--- src/design/gnfp_pkg.sv ---
`default_nettype none

package gnfp_pkg;

  // Build-time defaults
  localparam int unsigned MaxPayloadDef = 52;
  localparam int unsigned QueueDepth    = 2;

  // Frame framing bytes
  localparam logic [7:0] SyncOne  = 8'hB5;
  localparam logic [7:0] SyncTwo  = 8'h62;
  localparam logic [7:0] NavClass = 8'h01;

  // Message ids of the navigation class
  localparam logic [7:0] IdPosition = 8'h02;
  localparam logic [7:0] IdVelocity = 8'h12;
  localparam logic [7:0] IdSolution = 8'h06;
  localparam logic [7:0] IdUtc      = 8'h21;

  // Header length and the window of payload bytes that feed the latches
  localparam int unsigned HeadBytes = 6;
  localparam int unsigned StgFirst  = 4;
  localparam int unsigned StgBytes  = 20;

  // Configuration space
  localparam int unsigned CfgAddrW      = 3;
  localparam logic        RegAccLimit   = 1'b0;
  localparam logic [31:0] AccLimitReset = 32'd5000;

  typedef enum logic [2:0] {
    CodePosition = 3'd0,
    CodeVelocity = 3'd1,
    CodeSolution = 3'd2,
    CodeUtc      = 3'd3,
    CodeOther    = 3'd4
  } msg_code_e;

  // One checked frame on its way from the parser to the latch stage
  typedef struct packed {
    logic [7:0]  id;
    logic [31:0] w0;
    logic [31:0] w1;
    logic [31:0] w2;
    logic [31:0] w3;
  } frame_t;

  function automatic msg_code_e code_of(logic [7:0] id);
    msg_code_e c;
    unique case (id)
      IdPosition: c = CodePosition;
      IdVelocity: c = CodeVelocity;
      IdSolution: c = CodeSolution;
      IdUtc:      c = CodeUtc;
      default:    c = CodeOther;
    endcase
    return c;
  endfunction

endpackage

`default_nettype wire

--- src/design/gnfp_front.sv ---
`default_nettype none

module gnfp_front #(
  parameter int unsigned MAX_PAYLOAD = gnfp_pkg::MaxPayloadDef
) (
  input  wire logic              clk_i,
  input  wire logic              rst_ni,
  input  wire logic [7:0]        rx_byte_i,
  input  wire logic              rx_valid_i,
  output logic                   rx_ready_o,
  output logic                   push_valid_o,
  output gnfp_pkg::frame_t       push_frame_o,
  input  wire logic              push_ready_i
);
  import gnfp_pkg::*;

  localparam int unsigned PosW = $clog2(MAX_PAYLOAD + HeadBytes + 3);
  localparam int unsigned LenW = $clog2(MAX_PAYLOAD + 1);

  typedef enum logic [3:0] {
    PhSync1, PhSync2, PhClass, PhId, PhLenLo, PhLenHi, PhPayload, PhCkA, PhCkB
  } phase_e;

  logic [PosW-1:0] pos_q, pos_d;
  logic [LenW-1:0] len_q, len_d;
  logic [7:0]      id_q, id_d;
  logic [7:0]      sum_a_q, sum_a_d;
  logic [7:0]      sum_b_q, sum_b_d;
  logic [7:0]      chk_a_q, chk_a_d;
  logic [7:0]      stg_q [StgBytes];

  logic            acc;
  phase_e          phase;
  logic [PosW-1:0] end_pos;
  logic [PosW-1:0] pidx;
  logic            bad;
  logic            good;
  logic [7:0]      add_a;

  assign rx_ready_o = push_ready_i;
  assign acc        = rx_valid_i & push_ready_i;
  assign end_pos    = PosW'(HeadBytes) + PosW'(len_q);
  assign pidx       = pos_q - PosW'(HeadBytes);

  // Classify the incoming byte by its place in the frame
  always_comb begin
    priority if (pos_q == PosW'(0)) phase = PhSync1;
    else if (pos_q == PosW'(1))     phase = PhSync2;
    else if (pos_q == PosW'(2))     phase = PhClass;
    else if (pos_q == PosW'(3))     phase = PhId;
    else if (pos_q == PosW'(4))     phase = PhLenLo;
    else if (pos_q == PosW'(5))     phase = PhLenHi;
    else if (pos_q < end_pos)       phase = PhPayload;
    else if (pos_q == end_pos)      phase = PhCkA;
    else                            phase = PhCkB;
  end

  // Work out the next parser state
  always_comb begin
    pos_d   = pos_q + PosW'(1);
    len_d   = len_q;
    id_d    = id_q;
    sum_a_d = sum_a_q;
    sum_b_d = sum_b_q;
    chk_a_d = chk_a_q;
    bad     = 1'b0;
    good    = 1'b0;
    add_a   = sum_a_q + rx_byte_i;
    unique case (phase)
      PhSync1: bad = (rx_byte_i != SyncOne);
      PhSync2: bad = (rx_byte_i != SyncTwo);
      PhClass: begin
        bad     = (rx_byte_i != NavClass);
        sum_a_d = rx_byte_i;
        sum_b_d = rx_byte_i;
      end
      PhId: begin
        id_d    = rx_byte_i;
        sum_a_d = add_a;
        sum_b_d = sum_b_q + add_a;
      end
      PhLenLo: begin
        bad     = (rx_byte_i > 8'(MAX_PAYLOAD));
        len_d   = LenW'(rx_byte_i);
        sum_a_d = add_a;
        sum_b_d = sum_b_q + add_a;
      end
      PhLenHi, PhPayload: begin
        sum_a_d = add_a;
        sum_b_d = sum_b_q + add_a;
      end
      PhCkA: chk_a_d = rx_byte_i;
      PhCkB: begin
        good  = (chk_a_q == sum_a_q) && (rx_byte_i == sum_b_q);
        pos_d = '0;
      end
      default: bad = 1'b1;
    endcase
    if (bad) begin
      pos_d = '0;
    end
  end

  // Hand a checked frame to the queue with its latch words gathered
  assign push_valid_o    = acc && (phase == PhCkB) && good;
  assign push_frame_o.id = id_q;
  assign push_frame_o.w0 = {stg_q[3], stg_q[2], stg_q[1], stg_q[0]};
  assign push_frame_o.w1 = {stg_q[7], stg_q[6], stg_q[5], stg_q[4]};
  assign push_frame_o.w2 = (id_q == IdPosition) ?
                           {stg_q[15], stg_q[14], stg_q[13], stg_q[12]} :
                           {stg_q[11], stg_q[10], stg_q[9], stg_q[8]};
  assign push_frame_o.w3 = {stg_q[19], stg_q[18], stg_q[17], stg_q[16]};

  // Advance the parser state on each accepted byte
  always_ff @(posedge clk_i or negedge rst_ni) begin
    if (!rst_ni) begin
      pos_q   <= '0;
      len_q   <= '0;
      id_q    <= '0;
      sum_a_q <= '0;
      sum_b_q <= '0;
      chk_a_q <= '0;
    end else if (acc) begin
      pos_q   <= pos_d;
      len_q   <= len_d;
      id_q    <= id_d;
      sum_a_q <= sum_a_d;
      sum_b_q <= sum_b_d;
      chk_a_q <= chk_a_d;
    end
  end

  // Keep payload bytes in the latch window; stale bytes stay between frames
  always_ff @(posedge clk_i or negedge rst_ni) begin
    if (!rst_ni) begin
      for (int k = 0; k < StgBytes; k++) begin
        stg_q[k] <= '0;
      end
    end else if (acc && (phase == PhPayload)) begin
      for (int k = 0; k < StgBytes; k++) begin
        if (pidx == PosW'(k + StgFirst)) begin
          stg_q[k] <= rx_byte_i;
        end
      end
    end
  end

endmodule

`default_nettype wire

--- src/design/gnfp_queue.sv ---
`default_nettype none

module gnfp_queue #(
  parameter int unsigned DEPTH = gnfp_pkg::QueueDepth
) (
  input  wire logic              clk_i,
  input  wire logic              rst_ni,
  input  wire logic              wr_valid_i,
  input  wire gnfp_pkg::frame_t  wr_frame_i,
  output logic                   wr_ready_o,
  output logic                   rd_valid_o,
  output gnfp_pkg::frame_t       rd_frame_o,
  input  wire logic              rd_ready_i
);
  import gnfp_pkg::*;

  localparam int unsigned PtrW = (DEPTH > 1) ? $clog2(DEPTH) : 1;
  localparam int unsigned CntW = $clog2(DEPTH + 1);

  frame_t          mem [DEPTH];
  logic [PtrW-1:0] wr_ptr_q, rd_ptr_q;
  logic [CntW-1:0] cnt_q;
  logic            wr_en, rd_en;

  assign wr_ready_o = (cnt_q != CntW'(DEPTH));
  assign rd_valid_o = (cnt_q != '0);
  assign rd_frame_o = mem[rd_ptr_q];
  assign wr_en      = wr_valid_i & wr_ready_o;
  assign rd_en      = rd_ready_i & rd_valid_o;

  // Store a frame at the write pointer
  always_ff @(posedge clk_i) begin
    if (wr_en) begin
      mem[wr_ptr_q] <= wr_frame_i;
    end
  end

  // Advance pointers and fill count
  always_ff @(posedge clk_i or negedge rst_ni) begin
    if (!rst_ni) begin
      wr_ptr_q <= '0;
      rd_ptr_q <= '0;
      cnt_q    <= '0;
    end else begin
      if (wr_en) begin
        wr_ptr_q <= (wr_ptr_q == PtrW'(DEPTH - 1)) ? '0 : wr_ptr_q + PtrW'(1);
      end
      if (rd_en) begin
        rd_ptr_q <= (rd_ptr_q == PtrW'(DEPTH - 1)) ? '0 : rd_ptr_q + PtrW'(1);
      end
      if (wr_en && !rd_en) begin
        cnt_q <= cnt_q + CntW'(1);
      end else if (rd_en && !wr_en) begin
        cnt_q <= cnt_q - CntW'(1);
      end
    end
  end

endmodule

`default_nettype wire

--- src/design/gnfp_back.sv ---
`default_nettype none

module gnfp_back (
  input  wire logic              clk_i,
  input  wire logic              rst_ni,
  input  wire logic              frm_valid_i,
  input  wire gnfp_pkg::frame_t  frm_i,
  output logic                   frm_ready_o,
  input  wire logic [31:0]       acc_limit_i,
  output logic                   msg_valid_o,
  input  wire logic              msg_ready_i,
  output logic [2:0]             msg_code_o,
  output logic [7:0]             msg_id_o,
  output logic                   pos_ok_o,
  output logic [31:0]            lon_o,
  output logic [31:0]            lat_o,
  output logic [31:0]            hgt_o,
  output logic [31:0]            hacc_o,
  output logic [31:0]            vn_o,
  output logic [31:0]            ve_o,
  output logic [31:0]            vd_o
);
  import gnfp_pkg::*;

  logic        out_valid_q;
  msg_code_e   code_q;
  logic [7:0]  id_q;
  logic        pok_q;
  logic [31:0] lon_q, lat_q, hgt_q, hacc_q;
  logic [31:0] vn_q, ve_q, vd_q;
  logic        load;

  // Take a frame whenever the result register is free or being drained
  assign frm_ready_o = !out_valid_q || msg_ready_i;
  assign load        = frm_valid_i && frm_ready_o;

  // Hold the result register valid until the request is taken
  always_ff @(posedge clk_i or negedge rst_ni) begin
    if (!rst_ni) begin
      out_valid_q <= 1'b0;
    end else if (frm_ready_o) begin
      out_valid_q <= frm_valid_i;
    end
  end

  // Latch fields; the latches double as the result payload
  always_ff @(posedge clk_i or negedge rst_ni) begin
    if (!rst_ni) begin
      code_q <= CodePosition;
      id_q   <= '0;
      pok_q  <= 1'b0;
      lon_q  <= '0;
      lat_q  <= '0;
      hgt_q  <= '0;
      hacc_q <= '0;
      vn_q   <= '0;
      ve_q   <= '0;
      vd_q   <= '0;
    end else if (load) begin
      code_q <= code_of(frm_i.id);
      id_q   <= frm_i.id;
      if (frm_i.id == IdPosition) begin
        lon_q  <= frm_i.w0;
        lat_q  <= frm_i.w1;
        hgt_q  <= frm_i.w2;
        hacc_q <= frm_i.w3;
        pok_q  <= (frm_i.w3 < acc_limit_i);
      end else if (frm_i.id == IdVelocity) begin
        vn_q <= frm_i.w0;
        ve_q <= frm_i.w1;
        vd_q <= frm_i.w2;
      end
    end
  end

  assign msg_valid_o = out_valid_q;
  assign msg_code_o  = code_q;
  assign msg_id_o    = id_q;
  assign pos_ok_o    = pok_q;
  assign lon_o       = lon_q;
  assign lat_o       = lat_q;
  assign hgt_o       = hgt_q;
  assign hacc_o      = hacc_q;
  assign vn_o        = vn_q;
  assign ve_o        = ve_q;
  assign vd_o        = vd_q;

endmodule

`default_nettype wire

--- src/design/gnss_nav_frame_parser.sv ---
// Channel    Direction  Handshake               Payload
// rx         in         rx_valid_i/rx_ready_o   rx_byte_i
// msg        out        msg_valid_o/msg_ready_i msg_code_o .. vel_down_o
// apb        in         psel/penable/pready     paddr, pwdata, prdata
//
// One byte is taken per cycle while the frame queue has room; a good frame
// is registered in the queue, then in the result register, before its request shows.
// The parser stalls only when the two-entry frame queue is full.
// Reset (async, active low) clears parser state, queue, latches and sets
// accuracy_limit to 5000. No clearing pass is needed.
`default_nettype none

module gnss_nav_frame_parser #(
  parameter int unsigned MAX_PAYLOAD = gnfp_pkg::MaxPayloadDef
) (
  input  wire logic                          clk_i,
  input  wire logic                          rst_ni,
  input  wire logic [7:0]                    rx_byte_i,
  input  wire logic                          rx_valid_i,
  output logic                               rx_ready_o,
  output logic                               msg_valid_o,
  input  wire logic                          msg_ready_i,
  output logic [2:0]                         msg_code_o,
  output logic [7:0]                         msg_id_o,
  output logic                               pos_ok_o,
  output logic signed [31:0]                 longitude_o,
  output logic signed [31:0]                 latitude_o,
  output logic signed [31:0]                 height_msl_o,
  output logic [31:0]                        horiz_accuracy_o,
  output logic signed [31:0]                 north_vel_o,
  output logic signed [31:0]                 vel_east_o,
  output logic signed [31:0]                 vel_down_o,
  input  wire logic                          psel,
  input  wire logic                          penable,
  input  wire logic                          pwrite,
  input  wire logic [gnfp_pkg::CfgAddrW-1:0] paddr,
  input  wire logic [31:0]                   pwdata,
  output logic [31:0]                        prdata,
  output logic                               pready
);
  import gnfp_pkg::*;

  logic        push_valid, push_ready;
  frame_t      push_frame;
  logic        pop_valid, pop_ready;
  frame_t      pop_frame;
  logic [31:0] acc_limit_q;
  logic [31:0] lon, lat, hgt, vn, ve, vd;
  logic        reg_sel;

  // Configuration register
  assign pready  = 1'b1;
  assign reg_sel = (paddr[CfgAddrW-1] == RegAccLimit);
  assign prdata  = reg_sel ? acc_limit_q : '0;

  always_ff @(posedge clk_i or negedge rst_ni) begin
    if (!rst_ni) begin
      acc_limit_q <= AccLimitReset;
    end else if (psel && penable && pwrite && pready && reg_sel) begin
      acc_limit_q <= pwdata;
    end
  end

  gnfp_front #(
    .MAX_PAYLOAD(MAX_PAYLOAD)
  ) u_front (
    .clk_i        (clk_i),
    .rst_ni       (rst_ni),
    .rx_byte_i    (rx_byte_i),
    .rx_valid_i   (rx_valid_i),
    .rx_ready_o   (rx_ready_o),
    .push_valid_o (push_valid),
    .push_frame_o (push_frame),
    .push_ready_i (push_ready)
  );

  gnfp_queue #(
    .DEPTH(QueueDepth)
  ) u_queue (
    .clk_i      (clk_i),
    .rst_ni     (rst_ni),
    .wr_valid_i (push_valid),
    .wr_frame_i (push_frame),
    .wr_ready_o (push_ready),
    .rd_valid_o (pop_valid),
    .rd_frame_o (pop_frame),
    .rd_ready_i (pop_ready)
  );

  gnfp_back u_back (
    .clk_i       (clk_i),
    .rst_ni      (rst_ni),
    .frm_valid_i (pop_valid),
    .frm_i       (pop_frame),
    .frm_ready_o (pop_ready),
    .acc_limit_i (acc_limit_q),
    .msg_valid_o (msg_valid_o),
    .msg_ready_i (msg_ready_i),
    .msg_code_o  (msg_code_o),
    .msg_id_o    (msg_id_o),
    .pos_ok_o    (pos_ok_o),
    .lon_o       (lon),
    .lat_o       (lat),
    .hgt_o       (hgt),
    .hacc_o      (horiz_accuracy_o),
    .vn_o        (vn),
    .ve_o        (ve),
    .vd_o        (vd)
  );

  assign longitude_o  = $signed(lon);
  assign latitude_o   = $signed(lat);
  assign height_msl_o = $signed(hgt);
  assign north_vel_o  = $signed(vn);
  assign vel_east_o   = $signed(ve);
  assign vel_down_o   = $signed(vd);

endmodule

`default_nettype wire

--- config.mk ---
export PLATFORM = sky130hd
export DESIGN_NAME = gnss_nav_frame_parser
export DESIGN_NICKNAME = d
export VERILOG_FILES = /design/src/design/gnfp_pkg.sv /design/src/design/gnfp_front.sv /design/src/design/gnfp_queue.sv /design/src/design/gnfp_back.sv /design/src/design/gnss_nav_frame_parser.sv
export SDC_FILE = /design/constraint.sdc
export NUM_CORES = 1
export LEC_CHECK = 0
export ABC_AREA = 1
export BUFFER_PORTS_ARGS = -buffer_cell sky130_fd_sc_hd__buf_2
export CORE_UTILIZATION = 47
export CTS_CLUSTER_DIAMETER = 80
export DETAILED_ROUTE_END_ITERATION = 7
export GPL_ROUTABILITY_DRIVEN = 0
export HOLD_SLACK_MARGIN = 0.02
export PLACE_DENSITY = 0.68
export SLEW_MARGIN = 40
export SYNTH_ARGS = -nofsm -noshare
export SYNTH_HDL_FRONTEND = slang
export SYNTH_HIERARCHICAL = 1
export SYNTH_SLANG_ARGS = --single-unit
--- constraint.sdc ---
create_clock -name clk_i -period 12.6 [get_ports clk_i]
set_input_delay 0.63 -clock clk_i [delete_from_list [all_inputs] [get_ports clk_i]]
set_output_delay 0.63 -clock clk_i [all_outputs]
set_load 0.05 [all_outputs]
# Yosys cells after proc, flatten, opt, wreduce, memory -nomap -nowiden
# Memory sizes are Yosys's and may differ from the RTL's.
# Index checks and enable logic that the tools add are counted.
# classes
n_lt_le_gt_ge	3
n_bitwise	5
mux	23
reduce_logical	47
n_addsub	9
eq_ne	45
# ops
op	n
$mux 32	2
$reduce_and 2->1	25
$eq 6x4->1 const B	8
$eq 6x5->1 const B	8
$eq 6x3->1 const B	6
$lt 32x32->1	1
$mux 4	8
$pmux 8 s2	2
$add 8x8->8	2
$eq 4x3->1 const B	4
$eq 8x2->1 const B	2
$eq 8x8->1	2
$eq 6x2->1 const B	2
$mux 6	2
$pmux 3 s4	1
$logic_and 1x1->1	10
$eq 4x2->1 const B	2
$eq 8x3->1 const B	1
$eq 8x5->1 const B	1
$eq 8x6->1 const B	1
$gt 8x6->1 const B	1
$ne 8x1->1 const B	1
$ne 8x7->1 const B	1
$ne 8x8->1 const B	1
other kinds (25)	38
# word_totals
register_bits	477
elab_cells	174
memories	1
ram_bits	272
in_bits	50
# memory_table
memory	depth	word_bits	rd	rd_ports_with_merged_regs	wr	line_no	rtl
u_queue.mem	2	136	1	0	1	gnfp_queue.sv:20	frame_t mem [DEPTH];

# Depth between registers and ports, before layout
# depth
ltp_word	18
mapped_depth	24
mapped_depth_nobuf	23

# Modules after synthesis
# The synthesis kept the hierarchy.
# by_module_without_submodules
module	area_per_inst_um2	cells_per_inst	instances
gnfp_front	10724.0	1159	1
gnfp_queue	10251.1	739	1
gnfp_back	9953.3	981	1
gnss_nav_frame_parser	1592.8	212	1

# Worst setup path after synthesis
# OpenSTA, ideal clock, no wires.
# synth_path
path_kind	flip-flop to flip-flop
from	register u_front.len_q[1]
to	memory u_queue/mem[0][0] in the netlist's numbering, enable pin
slack_ns	4.342
synth_period_minus_slack_ns	8.258
t_arrival_ns	7.625
setup_time_ns	0.633
t_required_ns	11.967
stages_incl_launch_ff	15
path_buffers	0
path_cell_list	dfrtp_1 > inv_1 > ha_1 > nor2_1 > xor2_1 > inv_1 > ha_1 > nand2_1 > nor2_1 > nand2_1 > nand3_1 > nand3_1 > nor3_1 > nand2_1 > nor2_1
# synth_between
elab_chain_len	16
elab_cells_between_ends	18
classes_between	add/sub (1); order compare (1); eq/ne (2); mux (11); bitwise (1); reduce/logical (2)
# synth_lines
item	line_no	rtl
start: declaration	gnfp_front.sv:25	logic [LenW-1:0] len_q, len_d;
start signal: assignment	gnfp_front.sv:125	len_q <= len_d;
$add 3x6->6 *	gnfp_front.sv:42	assign end_pos = PosW'(HeadBytes) + PosW'(len_q);
branches (longest 2 deep; another with $lt 6x6->1)	--	
$mux 4 *	gnfp_front.sv:53	else if (pos_q < end_pos) phase = PhPayload;
$mux 4 *	gnfp_front.sv:52	else if (pos_q == PosW'(5)) phase = PhLenHi;
$mux 4 *	gnfp_front.sv:51	else if (pos_q == PosW'(4)) phase = PhLenLo;
$mux 4 *	gnfp_front.sv:50	else if (pos_q == PosW'(3)) phase = PhId;
$mux 4 *	gnfp_front.sv:49	else if (pos_q == PosW'(2)) phase = PhClass;
$mux 4 *	gnfp_front.sv:48	else if (pos_q == PosW'(1)) phase = PhSync2;
$mux 4 *	gnfp_front.sv:47	priority if (pos_q == PosW'(0)) phase = PhSync1;
$eq 4x4->1 *	gnfp_front.sv:69, gnfp_front.sv:105	
$mux 1 or $logic_and 1x1->1 (tied branches)	gnfp_front.sv:69, gnfp_front.sv:105	
$logic_and 1x1->1 *	gnfp_front.sv:105	assign push_valid_o = acc && (phase == PhCkB) && good;
net push_valid	gnss_nav_frame_parser.sv:43	logic push_valid, push_ready;
$and 1x1->1 *	gnfp_queue.sv:28	assign wr_en = wr_valid_i & wr_ready_o;
$mux 1 *	gnfp_queue.sv:33	if (wr_en) begin
$mux 1 (implied by the code) *	gnfp_queue.sv:34	mem[wr_ptr_q] <= wr_frame_i;
end: declaration	gnfp_queue.sv:20	
# Mark *: on every way through the listed nets, which the timed path passes.

==> key figures <==
Outcome
  • Status: complete, no violations

Power
  • Overall power: 0.00949 W
  • Leakage: 17.7 nW
  • Power Density: 260 mW/mm^2
  • Max VDD drop: roughly 0.22 mV

Clocking
  • Worst skew pair latency: between 600 and 700 ps
  • Setup Fix Bufs, Post-CTS: 0
  • H-tree Lvls: 3
  • CTS Buf Count: 81
  • CTS Sinks: 749
  • CTS tree: yes
  • Root Driver: clkbuf_16
  • CTS Buffer Depth: 3
  • Reg clk slew, reported paths: 60 ps

Finish
  • Layout filler cell count: 6019
  • Proportion of layout cells with a drive suffix above 1: 18.6%
  • Antenna Cells: 0
  • Reg area: between 0.02 and 0.025 sq mm
  • Non-Filler Instances: between 4000 and 5000
  • Final net count: between 3000 and 4000
  • Area of the multi-input gates: approximately 0.0095 sq mm
  • Area growth, synth to finish: 12.1%
  • Design area: 0.0365 sq mm
  • Final core utilization: 53.2%

Setup path
  • Crit path required time: 13050 ps
  • CP max stage delay: 710 ps
  • Setup crit start kind: flip-flop
  • Worst Path Max Fanout: 100
  • CP max-delay cell: dfrtp_4
  • CP Class: reg -> reg
  • Element type at the critical path end: flip-flop
  • Worst Path Arrival: 4690 ps
  • CP cell instances: buf_12 -> inv_6 -> nand2_1 -> nand2_1 -> inv_1 -> nand3_1 -> inv_2 -> nand4_4 -> buf_4 -> buf_4 -> buf_6 -> o21ai_0

Route
  • Via count: between 20000 and 25000
  • Drt pass-1 iters: 5
  • Drt initial violations: 1575
  • Detail-routed via count per cell: 4.92
  • Post-route ant nets: 0
  • Routed WL per cell: around 17 um
  • Remaining DRCs: 0
  • Final wirelength: ~71000 um

Timing
  • Fin crit share: 33.7%
  • Final Max Slew Viols: 0
  • Relative slew slack: 45.0%
  • Final setup fails: 0
  • FMAX: 236 MHz
  • Actual slew at the worst max-slew pin: 825 ps
  • Tmin final: 4240 ps
  • Setup Skew: 44.7 ps
  • Fin Setup TNS: 0 ps
  • RSZ-0062 raised after global routing: false
  • Final Hold Fails: 0

Yosys
  • #FFs+latches synth: 749
  • Synth cell count leaders: 1039 x nand2_1, 472 x dfrtp_1, 272 x edfxtp_1, 269 x o21ai_1, 232 x inv_1
  • Adder-Cell Fraction of Synth Area: under 10%
  • Post-synth ARST share: a little under two thirds
  • Compound-Gate Fraction of Synth Area: under 10%
  • Most common cell in the synthesized netlist: nand2_1
  • Synth area leader: dfrtp_1
  • Mux cell area share after synthesis: 2.54%
  • Synth Instances: 3091
  • Ys flop type: dfrtp_1
  • Ranking of synthesized cells by area: dfrtp_1 36%, edfxtp_1 25%, nand2_1 12%
  • EDFF count, synth: between 200 and 300
  • Post-Syn Area: 0.0325 sq mm
  • Synth Area per Inst: 10.5 sq um
  • Number of library cell types mapped by synthesis: 57
  • Post-Synth XOR/XNOR Area: 0.646%
  • Syn_nets: ~3200
  • Post-synthesis simple-gate area fraction: between 10% and 20%
  • Largest family of logic cells by synthesized area: simple AND/OR/NAND/NOR gates
  • Syn. warnings: 6
  • Sequential area share after synthesis: 61.8%
  • Synth top area share: 36.3%

Floorplan
  • Core Area: 0.0686 sq mm
  • Ports: 321
  • Die Ht: 265 um
  • Initial core utilization: 47.4%
  • Chip width: 265 um
  • Die area: 0.0702 sq mm
  • Floorplan row count: 96

Global routing
  • Initial antenna violation count: 1
  • Vias in the first global route: just over 20000
  • Total grt overflow: 0
  • Largest net degree at the start of global routing: approximately 140
  • First-pass GRT wire length: 113000 um
  • Gr usage total: 20.3%

Place
  • HPWL after DPL: ~44000 um
  • Placed Area: 0.0336 sq mm
  • PortBufs: 317
  • DP Cell Count: about 4100

Flow run
  • Max-cap viol count: 0

Worst hold path
  • Hold WC Path Type: in -> reg
where the power goes:
group | switching [W] | internal, W
clock network | 0.000957 | 0.00145
logic | 0.00279 | 0.000973
registers | 0.000322 | 0.00300
cell type report:
type	count	area share, %
clock buffers	120	6.47
clock inverters	31	1.05
inverters	246	2.59
multi-input cells	1854	26.1
flip-flops and latches	749	55.1
well taps	931	3.19
repair buffers	342	5.46
through the flow:
step                hold WS [ps]  setup WS [ps]
detailed placement           453           7950
global route                 210           8070
global placement             447           7390
CTS                          186           7990
floorplan                    334           4340
finish                       230           8360
sequential cells by signal, indices dropped and copies added (netlist names), 2 cells and up:
signal                count
u_queue/mem             272
u_back/ve_o              32
u_front/chk_a_q           8
u_front/sum_a_q           8
acc_limit_q              32
u_back/vd_o              32
u_back/msg_id_o           8
u_front/sum_b_q           8
u_back/msg_code_o         3
u_back/vn_o              32
u_front/len_q             6
u_front/pos_q             6
u_back/lon_o             32
u_front/push_frame_o     96
u_front/id_q              8
u_back/lat_o             32
u_back/hacc_o            32
u_front/stg_q            64
u_back/hgt_o             32
u_queue/cnt_q             2
critical path: cells and delay by family (launching register included):
| family | cells | cell delay (ps) |
|---|---|---|
| compound gates | 1 | 210 |
| buf+inv | 7 | 2430 |
| simple gates | 4 | 430 |
| flops | 1 | 710 |
final timing paths:
kind	startpoint	to	slack [ps]	depth (start not counted)
max in group asynchronous	rst_ni	acc_limit_q[8]	9820	6
hold / removal	pwdata[8]	acc_limit_q[8]	230	3
hold reg to reg	u_front/push_frame_o[66]	u_queue/mem[1][66]	460	0
setup / recovery	u_queue/rd_ptr_q	u_back/hgt_o[22]	8360	12
setup reg to reg	u_queue/rd_ptr_q	u_back/hgt_o[22]	8360	12
min in group asynchronous	rst_ni	u_back/ve_o[12]	530	2
layout by cell type, fill, tap and decap left out, types with 5 or more instances in the layout:
cell,n
ha_1,58
inv_2,11
nand4_1,8
nand3_1,57
buf_2,316
clkbuf_8,10
clkbuf_16,85
nand2_1,1038
dfrtp_1,471
nor3_1,20
mux2_4,31
o21ai_0,114
buf_4,7
nor2_4,5
xor2_1,17
nor2_2,5
dfstp_2,5
xnor2_1,7
buf_16,6
clkbuf_1,25
edfxtp_1,272
a21oi_1,35
bufinv_16,7
nand2_2,7
buf_12,5
nor2_1,65
mux2_2,32
clkinv_2,13
buf_6,6
nand2_4,5
o21ai_2,24
inv_1,227
clkinv_1,5
nand3_4,21
o21ai_1,269
metal layers:
layer	vias to the layer above	routed length [um]	track usage, %	share of wire, %
met1	10100	32600	28.7	46
met3	98	3350	3.09	4.7
met4	2	1290	5.36	1.8
met2	505	34000	32.8	48
li1	10300	-	-	-
met5	-	11	0	0.015
timing repair:
action	4_1_cts	5_1_grt
hold endpoints to repair	65	0
resized for setup	0	0
hold buffers	1	0
cells by family (layout without fill, tap and decap cells):
| kind of cell | after synthesis | in the layout |
|---|---|---|
| compound gates | 461 | 461 |
| fa+ha+maj | 60 | 60 |
| simple gates | 1245 | 1245 |
| flops | 749 | 749 |
| buf+inv | 488 | 739 |
| mux | 63 | 63 |
| other cells | 1 | 1 |
| xor+xnor | 24 | 24 |
Power figures use the tool's default switching activity.
